===== src/rtl/core/crb_pkg.sv =====
`timescale 1ns / 1ps
// Package for the cubic root bisection unit: types, constants and the microcode ROM.
package crb_pkg;

   localparam int ROUNDS_DEFAULT = 15;
   localparam int STEP_W         = 4;

   typedef logic [STEP_W-1:0] step_type;

   localparam step_type STEP_MID   = 4'd0;
   localparam step_type STEP_FINAL = 4'd14;

   typedef struct packed {
      logic signed [31:0] left_end;
      logic signed [31:0] right_end;
      logic signed [31:0] value_left;
      logic signed [31:0] value_right;
      logic signed [31:0] coef_const;
      logic signed [31:0] coef_linear;
      logic signed [31:0] coef_square;
      logic signed [31:0] coef_cube;
   } req_type;

   typedef struct packed {
      logic signed [31:0] root;
      logic               exact_zero;
      logic               bad_bracket;
   } rsp_type;

   typedef enum logic [1:0] {MUL_NONE, MUL_LO, MUL_HI} mul_op_type;
   typedef enum logic [1:0] {A_X, A_X2, A_X3} a_sel_type;
   typedef enum logic [1:0] {B_X, B_C1, B_C2, B_C3} b_sel_type;
   typedef enum logic [1:0] {WR_NONE, WR_X2, WR_X3, WR_Q} wr_sel_type;
   typedef enum logic [1:0] {OP_NEXT, OP_DECIDE, OP_FINISH} seq_op_type;
   typedef enum logic {ST_IDLE, ST_RUN} seq_state_type;

   typedef struct packed {
      logic       mid;
      mul_op_type mul;
      a_sel_type  a_sel;
      b_sel_type  b_sel;
      wr_sel_type wr;
      logic       add;
      seq_op_type seq;
   } ucode_type;

   typedef struct packed {
      logic       mid;
      mul_op_type mul;
      a_sel_type  a_sel;
      b_sel_type  b_sel;
      wr_sel_type wr;
      logic       add;
      logic       update;
   } ctl_type;

   typedef struct packed {
      logic f_zero;
      logic flip;
   } stat_type;

   typedef struct packed {
      logic zero;
      logic mid;
   } fin_type;

   // one bisection round: midpoint, five products on the shared multiplier, three adds
   function automatic ucode_type crb_ucode(input step_type step);
      ucode_type uc;
      uc = '{mid: 1'b0, mul: MUL_NONE, a_sel: A_X, b_sel: B_X, wr: WR_NONE,
             add: 1'b0, seq: OP_NEXT};
      unique case (step)
         4'd0:  uc.mid = 1'b1;
         4'd1:  begin uc.mul = MUL_LO; end
         4'd2:  begin uc.mul = MUL_HI; end
         4'd3:  begin uc.wr = WR_X2; uc.mul = MUL_LO; uc.b_sel = B_C1; end
         4'd4:  begin uc.mul = MUL_HI; uc.b_sel = B_C1; end
         4'd5:  begin uc.wr = WR_Q; uc.mul = MUL_LO; uc.a_sel = A_X2; end
         4'd6:  begin uc.mul = MUL_HI; uc.a_sel = A_X2; uc.add = 1'b1; end
         4'd7:  begin
            uc.wr = WR_X3; uc.mul = MUL_LO; uc.a_sel = A_X2; uc.b_sel = B_C2;
         end
         4'd8:  begin uc.mul = MUL_HI; uc.a_sel = A_X2; uc.b_sel = B_C2; end
         4'd9:  begin
            uc.wr = WR_Q; uc.mul = MUL_LO; uc.a_sel = A_X3; uc.b_sel = B_C3;
         end
         4'd10: begin
            uc.mul = MUL_HI; uc.a_sel = A_X3; uc.b_sel = B_C3; uc.add = 1'b1;
         end
         4'd11: uc.wr = WR_Q;
         4'd12: uc.add = 1'b1;
         4'd13: uc.seq = OP_DECIDE;
         4'd14: uc.seq = OP_FINISH;
         default: uc.seq = OP_FINISH;
      endcase
      return uc;
   endfunction

endpackage


===== src/rtl/core/crb_sequencer.sv =====
`timescale 1ns / 1ps
// Microcode sequencer: step counter, round counter, ROM lookup and decide branch.
module crb_sequencer
   import crb_pkg::*;
#(
   parameter int ROUNDS = ROUNDS_DEFAULT
) (
   input  logic     clock,
   input  logic     reset,
   input  logic     go,
   input  stat_type stat,
   output ctl_type  ctl,
   output fin_type  fin,
   output logic     running
);

   localparam int RW = (ROUNDS > 1) ? $clog2(ROUNDS) : 1;

   seq_state_type state_ff, state_in;
   step_type      step_ff, step_in;
   logic [RW-1:0] round_ff, round_in;
   ucode_type     uc;
   logic          last_round;

   assign uc         = crb_ucode(step_ff);
   assign last_round = (round_ff == RW'(ROUNDS - 1));

   always_ff @(posedge clock) begin
      if (reset) begin
         state_ff <= ST_IDLE;
         step_ff  <= STEP_MID;
         round_ff <= '0;
      end else begin
         state_ff <= state_in;
         step_ff  <= step_in;
         round_ff <= round_in;
      end
   end

   always_comb begin
      state_in = state_ff;
      step_in  = step_ff;
      round_in = round_ff;
      fin      = '0;
      ctl      = '{mid: 1'b0, mul: MUL_NONE, a_sel: A_X, b_sel: B_X, wr: WR_NONE,
                   add: 1'b0, update: 1'b0};
      unique case (state_ff)
         ST_IDLE: begin
            if (go) begin
               state_in = ST_RUN;
               step_in  = STEP_MID;
               round_in = '0;
            end
         end
         ST_RUN: begin
            ctl.mid   = uc.mid;
            ctl.mul   = uc.mul;
            ctl.a_sel = uc.a_sel;
            ctl.b_sel = uc.b_sel;
            ctl.wr    = uc.wr;
            ctl.add   = uc.add;
            unique case (uc.seq)
               OP_DECIDE: begin
                  if (stat.f_zero) begin
                     fin.zero = 1'b1;
                     state_in = ST_IDLE;
                  end else begin
                     ctl.update = 1'b1;
                     if (last_round) begin
                        step_in = STEP_FINAL;
                     end else begin
                        round_in = round_ff + 1'b1;
                        step_in  = STEP_MID;
                     end
                  end
               end
               OP_FINISH: begin
                  fin.mid  = 1'b1;
                  state_in = ST_IDLE;
               end
               default: step_in = step_ff + 1'b1;
            endcase
         end
         default: state_in = ST_IDLE;
      endcase
   end

   assign running = (state_ff == ST_RUN);

endmodule


===== config.mk =====
export PLATFORM = sky130hd
export DESIGN_NAME = crb_sequencer
export DESIGN_NICKNAME = d
export VERILOG_FILES = /design/src/rtl/core/crb_pkg.sv /design/src/rtl/core/crb_sequencer.sv
export SDC_FILE = /design/constraint.sdc
export NUM_CORES = 1
export LEC_CHECK = 0
export BUFFER_PORTS_ARGS = -buffer_cell sky130_fd_sc_hd__buf_2
export CORE_MARGIN = 5
export CORE_UTILIZATION = 45
export DETAILED_ROUTE_END_ITERATION = 7
export PLACE_DENSITY = 0.7
export SLEW_MARGIN = 15
export SYNTH_ARGS = -nofsm -noshare
export SYNTH_HDL_FRONTEND = slang
export SYNTH_SLANG_ARGS = --single-unit

===== constraint.sdc =====
create_clock -name clock -period 2.05 [get_ports clock]
set_input_delay 0.1025 -clock clock [delete_from_list [all_inputs] [get_ports clock]]
set_output_delay 0.1025 -clock clock [all_outputs]
set_load 0.01 [all_outputs]

; After elaboration in Yosys (flattened, before gate mapping)
; Index checks and enable logic that the tools add are counted.
[classes]
addsub = 2
eq_ne = 22
muxes = 26
bitwise = 1
n_reduce_logical = 12
[ops]
columns = operator, count
row1 = equality test 4 bit (second input constant), 7
row2 = 2-to-1 mux 4 bit, 6
row3 = case mux 4 bit (2 select lines), 3
row4 = equality test 4 x 3 -> 1 bit (second input constant), 4
row5 = OR reduction 13 bit, 1
row6 = case mux 2 bit (2 select lines), 3
row7 = case mux 2 bit (3 select lines), 2
row8 = 2-to-1 mux 11 bit, 1
row9 = OR reduction 5 bit, 2
row10 = adder 4 x 1 -> 4 bit (second input constant), 2
row11 = equality test 4 x 2 -> 1 bit (second input constant), 2
row12 = 2-to-1 mux 1 bit, 8
row13 = != test 2 bit (second input constant), 4
row14 = OR reduction 2 bit, 3
row15 = OR reduction 3 bit, 2
row16 = equality test 4 x 1 -> 1 bit (second input constant), 1
row17 = zero test 4 bit, 1
row18 = case mux 1 bit (2 select lines), 2
row19 = AND reduction 4 bit, 1
row20 = OR reduction 4 bit, 1
row21 = != test 3 bit (second input constant), 1
row22 = AND reduction 3 bit, 1
row23 = equality test 2 x 1 -> 1 bit (second input constant), 1
row24 = equality test 2 bit (second input constant), 1
row25 = other kinds (3), 3
[totals]
ff_bits = 9
word_cells = 66

; Depth between registers and ports, before layout
[depth]
word_depth = 6
depth_mapped = 8
ltp_nobuf = 7

; Worst setup path after synthesis
; No wires, ideal clock.
[synth_timing]
kind = register -> register
startpoint = reg step_ff[1]
endpoint = reg step_ff[3]
setup_time_ns = 0.132
arrival_time_ns = 1.841
slack_ns = 0.077
path_stages_with_launch = 9
path_buffers = 1
period_less_slack_ns = 1.973
cell_sequence = dfxtp_1 > inv_1 > ha_1 > buf_6 > nor2_1 > nand3_1 > a2111oi_2 > or4_1 > a211oi_2
[synth_via]
elab_chain_len = 6
[synth_rtl]
columns = element, line_no
row1 = "start, declared", crb_sequencer.sv:20  ; step_type step_ff, step_in;
row2 = "start signal, assigned", crb_sequencer.sv:35  ; step_ff <= step_in;
row3 = "equality test 4 bit, or another cell as far along", crb_pkg.sv:72  ; unique case (step)
row4 = OR reduction 13 bit (no source line), -
row5 = case mux 2 bit (2 select lines), crb_pkg.sv:72
row6 = equality test 2 bit or equality test 2 x 1 -> 1 bit (tied branches), crb_sequencer.sv:62  ; unique case (uc.seq)
row7 = "case mux 4 bit (2 select lines), or another cell as far along", crb_sequencer.sv:62
row8 = case mux 4 bit (2 select lines) or AND reduction 3 bit (tied branches), -
; Several ways; a longest one is shown, not always the timed one.
; A chain may end at the register's enable or synchronous reset.

==> flow_summary.ini <==
[final_layout]
nets = 153
antenna_cells = 0
area_growth_pct = 25.90
drive_above_1_share_pct = 36.43
design_area_mm2 = 0.001144

[setup_path]
cp-start-kind = register
r2r_cells = 7
max_stage_delay_ns = 0.35
crit_type = register to output port
crit_chain = ha_1 > nor4_2 > o21ai_2 > a21oi_2 > and3_1 > buf_2
cp_max_fo = 8
crit_slowest_cell = dfxtp_2
critPathLaunch = step_ff[0]$_SDFFE_PP0P_
cp.required_ns = 1.95
reg2reg_from = step_ff[0]$_SDFFE_PP0P_
cp-end-kind = output port
critPathArrivalTime_ns = 1.89

[sta]
tightest_slew_ns = 0.4354
fin_crit_ns = 1.993
max_freq_mhz = 501.8
fin_crit_sh_pct = 97.21
clock_skew_ns = 0.003772
hold_viol_final = 0
finalSetupViolCount = 0
relSlewSlack_pct = 70.91
fin_ws_ns = 0.05718
slew_viol_final = 0

[die]
initial_core_util_pct = 46.78
std_cell_rows = 16
die_h_um = 54.93
die_width_um = 54.93
ioPinCount = 19
core_region_area_mm2 = 0.001942
die_area_mm2 = 0.003017

[hold_path]
worstHoldStart = reset
hold_path.class = input port to register
whs_path_depth = 2

[clock_network]
clock_latency_ns = 0.26
path_clk_slew_ns = 0.06
numClockSinks = 9
root_buffer = clkbuf_4
h-tree-depth = 1
clock_path_buffers = 2
cts_tree = built
cts_buffers = 3
cts_hold_buffers = 0

[logic_synthesis]
synth_area_um2 = 908.4
synth_top_area_cell = dfxtp_1
synth_cell_types = 42
netlist_instances = 118
ys_ff_latch = 9
yosysWarningCount = 0
ys_top_cells_by_area = dfxtp_1, ha_1, mux2i_1, nor3_1, nor2b_1
synth.yosys.seq_area_share_pct = 19.83
synth_top_area_share_pct = 19.83
synth_nets = 130
avgSynthCellArea_um2 = 7.698

[global_routing]
grt-busiest-layer = met2
grtUsageMet1_pct = 20.45
use_met3_pct = 1.609
grt_start_max_net_pins = 16
grt_pass1_wl_um = 3525
use_met2_pct = 26.57
grt_pass1_vias = 834
gr-total-overflow = 0
grt_antenna_before_repair = 0
track_usage_pct = 15.90

[power]
power.total_uw = 489.7
p_per_area_mw_per_mm2 = 428.2
leakagePower_nw = 0.4488
ir_worst_vdd_uv = 472.8

[routing]
drc = 0
num_vias = 919
wire_per_inst_um = 14.20
drtPass1Iterations = 4
dr.first_iter.drc_count = 17
viasPerCell = 5.503
wirelength_um = 2371
drtAntennaViolNets = 0

[placement]
detailed_place_hpwl_um = 1652
placed_cell_area_mm2 = 0.001044
dp_slack_ns = 0.03402
gp_congestion = 0.7559
portBuffers = 17

[outcome]
status = completed

[run]
cap_viol_max_count = 0
## synth_stat cells
cell type and count:
dfxtp_1 9, nand2_1 9, nor2_1 9, nor3_1 8, ha_1 7, a21oi_1 6
inv_1 6, nor2b_1 6, mux2i_1 4, nand4_1 4, o21ai_0 4, and2_1 3
and3_1 3, clkbuf_1 3, a31oi_1 2, buf_1 2, buf_2 2, buf_6 2
nand2b_1 2, nand3_1 2, o21ai_1 2, or3_1 2, xor2_1 2, a2111oi_2 1
a211oi_2 1, a21boi_0 1, a221oi_1 1, a221oi_4 1, a22oi_1 1, and4_1 1
nor2b_4 1, nor3b_1 1, nor4_2 1, o21a_1 1, o22ai_1 1, o2bb2ai_1 1
o31ai_1 1, o31ai_2 1, o41ai_1 1, or2_2 1, or4_1 1, xnor2_1 1
## metrics by stage
step,hold WS [ns],utilization [%],setup TNS [ns],instances
4_1_cts,0.1330,55.28,-0.02335,166
6_report,0.1394,58.89,0,167
3_5_place_dp,0.4125,53.74,0,162
3_3_place_gp,0.4057,53.74,0,162
5_1_grt,0.1495,58.89,-0.04741,167
2_1_floorplan,0.2525,-,0,118
## worst max-delay path, delay by kind of cell (launching register included)
kind            cells  cell delay (ns)
compound gates      2             0.34
flops               1             0.35
buf+inv             1             0.12
simple gates        2             0.49
fa+ha+maj           1             0.33
## state kept, by name, summed over array words and instances, names as in the netlist
name / cells
step_ff: 4
round_ff: 4
running: 1
## final cells by class
type | instances | area [µm²]
clock buffers | 4 | 26.28
fillers | 177 | 798.3
inverters | 6 | 22.52
multi-input cells | 94 | 718.2
flip-flops and latches | 9 | 182.7
well taps | 27 | 33.78
repair buffers | 27 | 160.2
## path summary, 6_finish.rpt
path                        endpoint  slack [ns]
max                           fin[0]        0.06
min          step_ff[3]$_SDFFE_PP0P_        0.14
max reg2reg  step_ff[1]$_SDFFE_PP0P_        0.12
min reg2reg  step_ff[0]$_SDFFE_PP0P_        0.54
## routing by layer
| metal | vias up | wire [µm] |
|---|---|---|
| met5 | - | 0 |
| met4 | 0 | 38 |
| met3 | 5 | 78 |
| met2 | 25 | 1189 |
| met1 | 423 | 1064 |
| li1 | 466 | - |
## layout by cell type (no fill, tap or decap), types with 2 or more instances in the layout
cell	instances
nand2b_1	2
a21oi_1	5
clkbuf_4	3
inv_2	2
ha_2	3
or3_1	2
dfxtp_1	7
nand4_1	4
nor2b_1	6
nor3_1	7
a31oi_1	2
ha_1	3
buf_2	17
inv_1	4
nor2_1	7
xor2_1	2
buf_4	10
mux2i_1	4
nand2_1	9
nor2_2	2
o21ai_0	4
dfxtp_2	2
and3_1	3
and2_1	3
## logic make-up after synthesis
family	count (synthesis)	share of synthesized area, %
xor gates and xnor gates	3	2.893
buffers and inverters	15	8.127
adders and majority gates	7	9.641
muxes	4	4.408
AOI/OAI and AO/OA	26	22.18
DFF	9	19.83
and+or+nand+nor	54	32.92
## timing repair
| item | CTS | global route |
|---|---|---|
| endpoints found under the setup margin | 1 | 8 |
| pin swaps | 0 | 2 |
| endpoints found under the hold margin | 0 | 0 |
| buffers inserted | 0 | 1 |
| resized for setup | 1 | 16 |
## power breakdown
part / switching (mW) / total, mW / internal [mW]
combinational: 0.0870 / 0.160 / 0.0728
sequential: 0.0106 / 0.191 / 0.181
clock: 0.0634 / 0.139 / 0.0751
Note: power is estimated with default switching activity, not from simulation.
